### src/design/rth_pkg.sv
// rth_pkg: shared types and fixed constants for the RGB to HSL converter.
// No dependencies; imported by rth_front and rgb_to_hsl_core.
`timescale 1ns / 1ps

package rth_pkg;

  // Result field widths (fixed by the output format).
  localparam int unsigned HUE_W    = 15;
  localparam int unsigned SAT_W    = 16;
  localparam int unsigned LIGHT_W  = 9;
  localparam int unsigned CHROMA_W = 8;

  // Both divider lanes produce this many quotient bits, one per stage.
  localparam int unsigned QUO_W = 16;

  // One hue sector is 60 degrees in 1/64 degree = 3840 = 4096 - 256.
  localparam int unsigned HUE_SECTOR    = 3840;
  localparam int unsigned HUE_FULL      = 23040;
  localparam int unsigned HUE_SHIFT_HI  = 12;
  localparam int unsigned HUE_SHIFT_LO  = 8;

  // Per-pixel control that travels beside the datapath.
  typedef struct packed {
    logic valid;
    logic grey;
  } rth_ctrl_t;

endpackage

### src/design/rgb_to_hsl_core.sv
// Pipeline: 4 front stages, 16 divider stages and 1 output register lie between the
// start_i edge and the valid_o cycle.
// Throughput: one pixel per clock; busy_o never rises, since the receiver cannot stall.
// The quotient pipelines have 16 stages, one quotient bit per stage.
// Reset: rst_ni is asynchronous, active low; it clears every valid bit, no result follows.
`timescale 1ns / 1ps

module rgb_to_hsl_core import rth_pkg::*; #(
  parameter int unsigned CHANNEL_BITS = 8
) (
  input  logic                    clk_i,
  input  logic                    rst_ni,
  input  logic                    start_i,
  output logic                    busy_o,
  input  logic [CHANNEL_BITS-1:0] red_in_i,
  input  logic [CHANNEL_BITS-1:0] green_in_i,
  input  logic [CHANNEL_BITS-1:0] blue_in_i,
  output logic                    valid_o,
  output logic [HUE_W-1:0]        hue_out_o,
  output logic [SAT_W-1:0]        sat_out_o,
  output logic [LIGHT_W-1:0]      light_out_o,
  output logic [CHROMA_W-1:0]     chroma_out_o
);

  localparam int unsigned CB      = CHANNEL_BITS;
  localparam int unsigned SIDE_W  = 2 * CB + 1;   // {light, chroma}
  localparam int unsigned LATENCY = 4 + QUO_W + 1;

  // Every stage advances every cycle, so a new transaction is always taken.
  assign busy_o = 1'b0;

  // Front end: pixel in, numerators and divisor out.
  rth_ctrl_t              front_ctrl;
  logic [CB+QUO_W-1:0]    hue_num, sat_num;
  logic [CB-1:0]          den, chroma;
  logic [CB:0]            light;

  rth_front #(
    .CHANNEL_BITS(CB)
  ) u_front (
    .clk_i    (clk_i),
    .rst_ni   (rst_ni),
    .start_i  (start_i),
    .red_i    (red_in_i),
    .green_i  (green_in_i),
    .blue_i   (blue_in_i),
    .ctrl_o   (front_ctrl),
    .hue_num_o(hue_num),
    .sat_num_o(sat_num),
    .den_o    (den),
    .chroma_o (chroma),
    .light_o  (light)
  );

  // Hue lane: angle * 3840 / chroma; the grey flag rides along.
  logic             hue_valid;
  logic [QUO_W-1:0] hue_quo;
  logic             hue_grey;

  rth_div_pipe #(
    .DW(CB),
    .QW(QUO_W),
    .SW(1)
  ) u_hue_div (
    .clk_i  (clk_i),
    .rst_ni (rst_ni),
    .valid_i(front_ctrl.valid),
    .num_i  (hue_num),
    .den_i  (chroma),
    .side_i (front_ctrl.grey),
    .valid_o(hue_valid),
    .quo_o  (hue_quo),
    .side_o (hue_grey)
  );

  // Saturation lane: chroma * 65535 / (M - |light - M|); light and chroma ride along.
  logic              sat_valid;
  logic [QUO_W-1:0]  sat_quo;
  logic [SIDE_W-1:0] sat_side;

  rth_div_pipe #(
    .DW(CB),
    .QW(QUO_W),
    .SW(SIDE_W)
  ) u_sat_div (
    .clk_i  (clk_i),
    .rst_ni (rst_ni),
    .valid_i(front_ctrl.valid),
    .num_i  (sat_num),
    .den_i  (den),
    .side_i ({light, chroma}),
    .valid_o(sat_valid),
    .quo_o  (sat_quo),
    .side_o (sat_side)
  );

  // Output register: drop the quotients of a grey pixel (divisor zero).
  logic                valid_q;
  logic [HUE_W-1:0]    hue_q;
  logic [SAT_W-1:0]    sat_q;
  logic [LIGHT_W-1:0]  light_q;
  logic [CHROMA_W-1:0] chroma_q;

  always_ff @(posedge clk_i or negedge rst_ni) begin
    if (!rst_ni) begin
      valid_q <= 1'b0;
    end else begin
      valid_q <= sat_valid;
    end
  end

  always_ff @(posedge clk_i) begin
    hue_q    <= hue_grey ? '0 : hue_quo[HUE_W-1:0];
    sat_q    <= hue_grey ? '0 : SAT_W'(sat_quo);
    light_q  <= LIGHT_W'(sat_side[SIDE_W-1:CB]);
    chroma_q <= CHROMA_W'(sat_side[CB-1:0]);
  end

  assign valid_o      = valid_q;
  assign hue_out_o    = hue_q;
  assign sat_out_o    = sat_q;
  assign light_out_o  = light_q;
  assign chroma_out_o = chroma_q;

`ifndef SYNTHESIS
  // Both division lanes must stay in lockstep.
  a_lanes_aligned: assert property (@(posedge clk_i) disable iff (!rst_ni)
    hue_valid == sat_valid)
    else $error("hue and saturation lanes out of step");

  // Every accepted transaction yields a result after the pipeline depth.
  a_latency: assert property (@(posedge clk_i) disable iff (!rst_ni)
    (start_i && !busy_o) |-> ##LATENCY valid_o)
    else $error("result missing after accepted transaction");

  // Wrapped hue stays below a full turn.
  a_hue_range: assert property (@(posedge clk_i) disable iff (!rst_ni)
    valid_o |-> (hue_out_o < HUE_W'(HUE_FULL)))
    else $error("hue out of range");

  // A grey pixel carries zero hue and zero saturation.
  a_grey_zero: assert property (@(posedge clk_i) disable iff (!rst_ni)
    (valid_o && chroma_out_o == '0 && CB <= CHROMA_W) |-> (hue_out_o == '0 && sat_out_o == '0))
    else $error("grey pixel with nonzero hue or saturation");
`endif

endmodule

### src/design/rth_front.sv
// rth_front: input register, max/min and sector select, then numerator and
// divisor formation for the hue and saturation divisions. Uses rth_pkg.
`timescale 1ns / 1ps

module rth_front import rth_pkg::*; #(
  parameter int unsigned CHANNEL_BITS = 8
) (
  input  logic                             clk_i,
  input  logic                             rst_ni,
  input  logic                             start_i,
  input  logic [CHANNEL_BITS-1:0]          red_i,
  input  logic [CHANNEL_BITS-1:0]          green_i,
  input  logic [CHANNEL_BITS-1:0]          blue_i,
  output rth_ctrl_t                        ctrl_o,
  output logic [CHANNEL_BITS+QUO_W-1:0]    hue_num_o,
  output logic [CHANNEL_BITS+QUO_W-1:0]    sat_num_o,
  output logic [CHANNEL_BITS-1:0]          den_o,
  output logic [CHANNEL_BITS-1:0]          chroma_o,
  output logic [CHANNEL_BITS:0]            light_o
);

  localparam int unsigned CB = CHANNEL_BITS;
  localparam int unsigned SW = CB + 4;       // signed hue angle width
  localparam int unsigned NW = CB + QUO_W;   // numerator width

  typedef enum logic [1:0] {
    SEC_RED,
    SEC_GREEN,
    SEC_BLUE
  } sector_e;

  // Stage A: captured pixel.
  logic          a_val_q;
  logic [CB-1:0] a_r_q, a_g_q, a_b_q;

  always_ff @(posedge clk_i or negedge rst_ni) begin
    if (!rst_ni) begin
      a_val_q <= 1'b0;
    end else begin
      a_val_q <= start_i;
    end
  end

  always_ff @(posedge clk_i) begin
    a_r_q <= red_i;
    a_g_q <= green_i;
    a_b_q <= blue_i;
  end

  // Stage B: extremes and sector.
  logic [CB-1:0] b_mx_d, b_mn_d;
  sector_e       b_sec_d;
  logic          b_val_q;
  logic [CB-1:0] b_r_q, b_g_q, b_b_q, b_mx_q, b_mn_q;
  sector_e       b_sec_q;

  always_comb begin
    b_mx_d = a_r_q;
    b_mn_d = a_r_q;
    if (a_g_q > b_mx_d) b_mx_d = a_g_q;
    if (a_b_q > b_mx_d) b_mx_d = a_b_q;
    if (a_g_q < b_mn_d) b_mn_d = a_g_q;
    if (a_b_q < b_mn_d) b_mn_d = a_b_q;
    // Ties go to red first, then green.
    if (a_r_q >= a_g_q && a_r_q >= a_b_q) begin
      b_sec_d = SEC_RED;
    end else if (a_g_q >= a_b_q) begin
      b_sec_d = SEC_GREEN;
    end else begin
      b_sec_d = SEC_BLUE;
    end
  end

  always_ff @(posedge clk_i or negedge rst_ni) begin
    if (!rst_ni) begin
      b_val_q <= 1'b0;
    end else begin
      b_val_q <= a_val_q;
    end
  end

  always_ff @(posedge clk_i) begin
    b_r_q   <= a_r_q;
    b_g_q   <= a_g_q;
    b_b_q   <= a_b_q;
    b_mx_q  <= b_mx_d;
    b_mn_q  <= b_mn_d;
    b_sec_q <= b_sec_d;
  end

  // Stage C: chroma, lightness, wrapped hue angle in sector units, divisor.
  logic [CB-1:0]        c_chroma_d;
  logic [CB:0]          c_light_d;
  logic signed [SW-1:0] c_diff;
  logic signed [SW-1:0] c_angle;
  logic [SW-1:0]        c_six;
  logic [CB+2:0]        c_ang_d;
  logic [CB-1:0]        c_den_d;
  logic                 c_val_q, c_grey_q;
  logic [CB-1:0]        c_chroma_q, c_den_q;
  logic [CB:0]          c_light_q;
  logic [CB+2:0]        c_ang_q;

  always_comb begin
    c_chroma_d = b_mx_q - b_mn_q;
    c_light_d  = {1'b0, b_mx_q} + {1'b0, b_mn_q};
    c_six      = {3'b000, c_chroma_d, 1'b0} + {2'b00, c_chroma_d, 2'b00};
    case (b_sec_q)
      SEC_RED: begin
        c_diff = $signed({4'b0000, b_g_q}) - $signed({4'b0000, b_b_q});
      end
      SEC_GREEN: begin
        c_diff = $signed({4'b0000, b_b_q}) - $signed({4'b0000, b_r_q})
               + $signed({3'b000, c_chroma_d, 1'b0});
      end
      SEC_BLUE: begin
        c_diff = $signed({4'b0000, b_r_q}) - $signed({4'b0000, b_g_q})
               + $signed({2'b00, c_chroma_d, 2'b00});
      end
      default: begin
        c_diff = '0;
      end
    endcase
    // Wrap a negative angle by a full turn (six sectors).
    c_angle = c_diff[SW-1] ? (c_diff + $signed(c_six)) : c_diff;
    c_ang_d = c_angle[CB+2:0];
    if (c_light_d >= {1'b0, {CB{1'b1}}}) begin
      c_den_d = CB'({{CB{1'b1}}, 1'b0} - c_light_d);
    end else begin
      c_den_d = c_light_d[CB-1:0];
    end
  end

  always_ff @(posedge clk_i or negedge rst_ni) begin
    if (!rst_ni) begin
      c_val_q <= 1'b0;
    end else begin
      c_val_q <= b_val_q;
    end
  end

  always_ff @(posedge clk_i) begin
    c_grey_q   <= (c_chroma_d == '0);
    c_chroma_q <= c_chroma_d;
    c_light_q  <= c_light_d;
    c_ang_q    <= c_ang_d;
    c_den_q    <= c_den_d;
  end

  // Stage D: scaled numerators by shift and subtract.
  logic          d_val_q, d_grey_q;
  logic [NW-1:0] d_hue_num_q, d_sat_num_q;
  logic [CB-1:0] d_den_q, d_chroma_q;
  logic [CB:0]   d_light_q;

  always_ff @(posedge clk_i or negedge rst_ni) begin
    if (!rst_ni) begin
      d_val_q <= 1'b0;
    end else begin
      d_val_q <= c_val_q;
    end
  end

  always_ff @(posedge clk_i) begin
    d_grey_q    <= c_grey_q;
    d_hue_num_q <= (NW'(c_ang_q) << HUE_SHIFT_HI) - (NW'(c_ang_q) << HUE_SHIFT_LO);
    d_sat_num_q <= {c_chroma_q, QUO_W'(0)} - NW'(c_chroma_q);
    d_den_q     <= c_den_q;
    d_chroma_q  <= c_chroma_q;
    d_light_q   <= c_light_q;
  end

  assign ctrl_o.valid = d_val_q;
  assign ctrl_o.grey  = d_grey_q;
  assign hue_num_o    = d_hue_num_q;
  assign sat_num_o    = d_sat_num_q;
  assign den_o        = d_den_q;
  assign chroma_o     = d_chroma_q;
  assign light_o      = d_light_q;

endmodule

### src/design/rth_div_pipe.sv
// rth_div_pipe: pipelined restoring divider, one quotient bit per stage,
// with a side payload carried alongside. No package dependencies.
`timescale 1ns / 1ps

module rth_div_pipe #(
  parameter int unsigned DW = 8,
  parameter int unsigned QW = 16,
  parameter int unsigned SW = 1
) (
  input  logic             clk_i,
  input  logic             rst_ni,
  input  logic             valid_i,
  input  logic [DW+QW-1:0] num_i,
  input  logic [DW-1:0]    den_i,
  input  logic [SW-1:0]    side_i,
  output logic             valid_o,
  output logic [QW-1:0]    quo_o,
  output logic [SW-1:0]    side_o
);

  localparam int unsigned RW = DW + QW;

  // Requires num_i < den_i * 2**QW; the quotient then fits in QW bits.
  logic          val_q  [1:QW];
  logic [RW-1:0] rem_q  [1:QW];
  logic [QW-1:0] quo_q  [1:QW];
  logic [DW-1:0] den_q  [1:QW];
  logic [SW-1:0] side_q [1:QW];

  for (genvar k = 1; k <= QW; k++) begin : g_stage
    localparam int unsigned SH = QW - k;
    logic          val_in;
    logic [RW-1:0] rem_in;
    logic [QW-1:0] quo_in;
    logic [DW-1:0] den_in;
    logic [SW-1:0] side_in;
    logic [RW-1:0] trial;
    logic          take;

    if (k == 1) begin : g_first
      assign val_in  = valid_i;
      assign rem_in  = num_i;
      assign quo_in  = '0;
      assign den_in  = den_i;
      assign side_in = side_i;
    end else begin : g_next
      assign val_in  = val_q[k-1];
      assign rem_in  = rem_q[k-1];
      assign quo_in  = quo_q[k-1];
      assign den_in  = den_q[k-1];
      assign side_in = side_q[k-1];
    end

    assign trial = RW'(den_in) << SH;
    assign take  = (rem_in >= trial);

    always_ff @(posedge clk_i or negedge rst_ni) begin
      if (!rst_ni) begin
        val_q[k] <= 1'b0;
      end else begin
        val_q[k] <= val_in;
      end
    end

    always_ff @(posedge clk_i) begin
      rem_q[k]     <= take ? (rem_in - trial) : rem_in;
      quo_q[k]     <= quo_in | (QW'(take) << SH);
      den_q[k]     <= den_in;
      side_q[k]    <= side_in;
    end
  end

  assign valid_o = val_q[QW];
  assign quo_o   = quo_q[QW];
  assign side_o  = side_q[QW];

endmodule
### config.mk
export PLATFORM = sky130hd
export DESIGN_NAME = rgb_to_hsl_core
export DESIGN_NICKNAME = d
export VERILOG_FILES = /design/src/design/rth_pkg.sv /design/src/design/rgb_to_hsl_core.sv /design/src/design/rth_front.sv /design/src/design/rth_div_pipe.sv
export SDC_FILE = /design/constraint.sdc
export NUM_CORES = 2
export LEC_CHECK = 0
export BUFFER_PORTS_ARGS = -buffer_cell sky130_fd_sc_hd__buf_2
export CORE_MARGIN = 3
export CORE_UTILIZATION = 27
export DETAILED_ROUTE_END_ITERATION = 16
export RECOVER_POWER = 50
export SLEW_MARGIN = 20
export SYNTH_ARGS = -nofsm -noshare
export SYNTH_HDL_FRONTEND = slang
export SYNTH_HIERARCHICAL = 1
export SYNTH_SLANG_ARGS = --single-unit
### constraint.sdc
create_clock -name clk_i -period 7.4 [get_ports clk_i]
set_clock_uncertainty 0.1 [all_clocks]
set_input_delay 0.74 -clock clk_i [delete_from_list [all_inputs] [get_ports clk_i]]
set_output_delay 0.74 -clock clk_i [all_outputs]
set_load 0.03 [all_outputs]
After elaboration in Yosys (flattened, before gate mapping):

Memories as Yosys holds them, arrays and structs flattened. A register that Yosys moved wholly into a read port is not among the register bits.
Cells that the tools add are included.

* reduce and logical (&&, ||, !) cells: 3
* order comparisons: 40
* mux-type cells: 40
* $add $sub $neg: 44
* bitwise operators: 30
* eq/ne operators: 2

Operator list (count)
* $mux 24: 32
* $sub 24x8->24: 3
* $ge 24x10->1: 2
* $ge 24x11->1: 2
* $ge 24x12->1: 2
* $ge 24x13->1: 2
* $ge 24x14->1: 2
* $ge 24x15->1: 2
* $ge 24x16->1: 2
* $ge 24x17->1: 2
* $ge 24x18->1: 2
* $ge 24x19->1: 2
* $ge 24x20->1: 2
* $ge 24x21->1: 2
* $ge 24x22->1: 2
* $ge 24x23->1: 2
* $ge 24x8->1: 2
* $ge 24x9->1: 2
* $sub 24x10->24: 2
* $sub 24x11->24: 2
* $sub 24x12->24: 2
* $sub 24x13->24: 2
* $sub 24x14->24: 2
* $sub 24x15->24: 2
* other kinds (46): 80

* register bits: 198
* input port bits: 27
* memories kept: 8
* bits in writable memories: 1824
* logic and storage cells: 208
* output and inout port bits: 50

Memory list
* u_hue_div.rem_q: depth 16, bits a word 24, rd ports 15, clocked after memory_dff 0, write ports 16, line rth_div_pipe.sv:25 `logic [RW-1:0] rem_q [1:QW];`
* u_sat_div.rem_q: depth 16, bits a word 24, rd ports 15, clocked after memory_dff 0, write ports 16, line rth_div_pipe.sv:25
* u_sat_div.side_q: depth 16, bits a word 17, rd ports 16, clocked after memory_dff 1, write ports 16, line rth_div_pipe.sv:28 `logic [SW-1:0] side_q [1:QW];`
* u_hue_div.quo_q: depth 16, bits a word 16, rd ports 16, clocked after memory_dff 1, write ports 16, line rth_div_pipe.sv:26 `logic [QW-1:0] quo_q [1:QW];`
* u_sat_div.quo_q: depth 16, bits a word 16, rd ports 16, clocked after memory_dff 1, write ports 16, line rth_div_pipe.sv:26
* u_hue_div.den_q: depth 16, bits a word 8, rd ports 15, clocked after memory_dff 0, write ports 16, line rth_div_pipe.sv:27 `logic [DW-1:0] den_q [1:QW];`
* +2 memories

Depth between registers and ports, before layout:

* depth in word-level cells: 5
* mapped depth: 25
* gate-level depth less buffers: 25

By module:

The synthesis kept the hierarchy.

Modules (own cells, without submodules)
* rth_div_pipe (u_sat_div): seq. area each 18177.4 sq um, area an instance 27991.8 sq um, times used 1, cells each 2392
* rth_div_pipe (u_hue_div): seq. area each 13052.5 sq um, area an instance 22740.6 sq um, times used 1, cells each 2127
* rth_front: seq. area each 3363.2 sq um, area an instance 8977.4 sq um, times used 1, cells each 923
* rgb_to_hsl_core: seq. area each 985.9 sq um, area an instance 1224.9 sq um, times used 1, cells each 85

Worst setup path before layout:

OpenSTA, ideal clock, no wires.

* path kind: register to register
* from: register u_front.b_mx_q[0]
* to: register u_front.c_ang_q[10]
* clock period less this slack: 5.194 ns
* buffers on the path: 0
* required time: 7.221 ns
* stages on the path, launching flop included: 26
* arrival: 5.015 ns
* slack: 2.206 ns
* setup time: 0.079 ns
* path through: dfxtp_1 -> inv_1 -> ha_1 -> inv_1 -> fa_1 -> nand2_1 -> nand2_1 -> a21oi_1 -> o21bai_1 -> a21oi_1 -> xnor2_1 -> ha_1 -> o21ai_0 -> nor2_1 -> o22ai_1 -> xnor2_1 -> a221o_1 -> fa_1 -> ha_1 -> or3_1 -> or2_2 -> o22ai_1 -> xnor2_1 -> mux2i_1 -> or3_1 -> o211ai_1

* word-level cells in the longest chain between the ends: 5
* elaborated cells between the ends (all ways): 7
* those cells by class: add/sub (5); mux (2)

RTL lines
* start, declared: line rth_front.sv:54 `logic [CB-1:0] b_r_q, b_g_q, b_b_q, b_mx_q, b_mn_q;`
* start signal, assigned: line rth_front.sv:86 `b_mx_q <= b_mx_d;`
* $sub 8x8->8 *: line rth_front.sv:105 `c_chroma_d = b_mx_q - b_mn_q;`
* named net u_front.c_chroma_d[6]: line rth_front.sv:92 `logic [CB-1:0] c_chroma_d;`
* $add 12x10->12 / $add 12x11->12 (equally long branches): line rth_front.sv:114, rth_front.sv:118
* $pmux 12 s3: line rth_front.sv:108 `case (b_sec_q)`
* $add 11x11->11: line rth_front.sv:125 `c_angle = c_diff[SW-1] ? (c_diff + $signed(c_six)) : c_diff;`
* $mux 11 *: line rth_front.sv:125
* named net u_front.c_angle[10]: line rth_front.sv:95 `logic signed [SW-1:0] c_angle;`
* end signal, assigned: line rth_front.sv:146 `c_ang_q <= c_ang_d;`
* end, declared: line rth_front.sv:102 `logic [CB+2:0] c_ang_q;`

Mark *: on every way through the listed nets, which the timed path passes. The rest lies on a longest branch.
A chain may end at the register's enable or synchronous reset.

Final worst setup path:

Ends and elaborated chain as after synthesis.

==> impl_metrics.yaml <==
clock_network:
  cts.repair.resized: 0
  numCtsBuffers: 172
  worstSkewPairLatency_ns: 0.79
  cts.sinks: 1736
  postCtsSetupBuffers: 0
  clockRootBuffer: "clkbuf_16"
  cts_tree: "done"
  hold_buffers: 26
  htree_num_levels: 4
  path_clk_slew_ns: 0.06
  cts_buffer_depth: 3
placed_design:
  portBuffers: 75
  place_congestion: 0.874
  dp_slack_ns: 1.44
  dp_hpwl_um: 81900
  dp.cells: 8471
  placed_cell_area_um2: 64100
critical_path:
  worst_setup_path_start_kind: "register"
  cpPeakStageDelay_ns: 0.77
  critPathMaxFanout: 7
  worstSetupEndpointType: "register"
  path_delay_family: "adder cells"
  cp.arrival_ns: 6.53
  critPathRequiredTime_ns: 8.00
  crit_type: "reg -> reg"
  worst-path-buf-inv: 2
  crit_slowest_cell: "xnor2_1"
synth:
  yosysWarnings: 6
  syn-cell-area_um2: 60200
  syn_area_per_cell_um2: 11.0
  syn_inst: 5495
floorplan:
  core_um2: 221000
  die_x_um: 478
  die_y_um: 478
  num_rows: 172
  start_util_pct: 27.3
  die_area_um2: 229000
  ios: 77
cells_and_area:
  final_cell_area_um2: 70400
  num-nets-final: 6162
  multi_input_area_um2: 23300
  drive_above_1_share_pct: 8.82
  register_area_um2: 34900
  area_growth_pct: 16.9
  final_cells: 8812
  n_fill_cell: 22320
hold_path:
  hold_class: "reg -> reg"
sta:
  fin_crit_ns: 5.92
  fin_setup_tns_ns: 0
  fmaxAchievable_mhz: 169
  rsz0062_at_grt: "false"
  relSlewSlack_pct: 33.1
  finalHoldViolations: 0
  setup_viol: 0
  finalCritPeriodShare_pct: 80.1
  final.setup.worst_slack_ns: 1.48
  worst_slew_pin_slew_ns: 0.996
  slew_viol_final: 0
job:
  drv_cap: 0
global_routing:
  antenna_found_initial: 1
  track_usage_pct: 9.54
  grt-ovfl-total: 0
  grt_pass1_vias: 37617
  grt_max_degree: 32
  grt_first_pass_wirelength_um: 184000
routing:
  wirelength_um: 111000
  postRouteAntennaNets: 0
  dr.pass1.iters: 7
  vias_per_cell: 4.21
  wl_per_cell_um: 12.6
  drc: 0
  vias: 37129
  drt_iter0_drc: 1816
status:
  outcome: "completed"
==> layer usage <==
metal,global-route usage [%],part of all wire (%)
met2,17.1,49
met4,4.04,3.5
met1,10.9,44
met5,0,0
met3,2.07,3.8
==> metrics by stage <==
| stage | util [%] | hold slack [ns] |
|---|---|---|
| final | 31.9 | 0.212 |
| after global routing | 31.9 | 0.215 |
| after CTS | 31.9 | 0.203 |
| after detailed placement | 29.0 | 0.212 |
| after global placement | 29.0 | 0.210 |
| after floorplan | - | 0.210 |
==> worst paths after layout <==
kind	endpoint	start	cells after the start	slack, ns
max	u_front/c_ang_q[10]$_DFF_P_	u_front/b_mx_q[0]$_DFF_P_	25	1.48
min	u_sat_div/quo_q[0][189]$_DFF_P_	u_sat_div/quo_q[0][173]$_DFF_P_	0	0.21
max reg2reg	u_front/c_ang_q[10]$_DFF_P_	u_front/b_mx_q[0]$_DFF_P_	25	1.48
min reg2reg	u_sat_div/quo_q[0][189]$_DFF_P_	u_sat_div/quo_q[0][173]$_DFF_P_	0	0.21
max in group asynchronous	u_sat_div/g_stage[2].val_in$_DFF_PN0_	rst_ni	2	6.51
min in group asynchronous	u_sat_div/g_stage[15].val_in$_DFF_PN0_	rst_ni	2	0.36
==> placed cells by master, fill, tap and decap left out, types with 67 or more instances in the layout <==
cell       count
inv_1        451
buf_2         75
o21ai_0      254
ha_1         379
nor2_1       315
nor2b_1      108
nand3_1       67
xor2_1       201
nor3_1       135
nor4_1       113
xnor2_1      225
a21oi_1      284
dfxtp_1     1714
clkbuf_16    172
nand2_1      276
nand2b_1      80
==> state kept, by name, indices dropped and copies added, names as in the netlist, 11 cells and up <==
register,count
u_front/c_ang_q,11
u_front/sat_num_o,22
u_hue_div/quo_q,120
u_hue_div/den_q,120
u_sat_div/side_q,272
u_sat_div/quo_q,136
u_front/hue_num_o,16
sat_out_o,16
u_sat_div/den_q,120
hue_out_o,15
u_sat_div/g_stage.val_in,15
u_sat_div/rem_q,360
u_hue_div/side_q,16
u_hue_div/rem_q,360
==> area by class of cell <==
class | count | area share, %
diodes | 1 | 0.00356
clock buffers | 238 | 6.95
clock inverters | 76 | 1.63
inverters | 452 | 2.41
multi-input cells | 3235 | 33.1
flip-flops and latches | 1736 | 49.5
well taps | 2958 | 5.26
repair buffers | 116 | 1.06
Power is left out: the tool's default activity adds up to more than one toggle a clock period on the data nets, which glitch-free logic cannot reach.
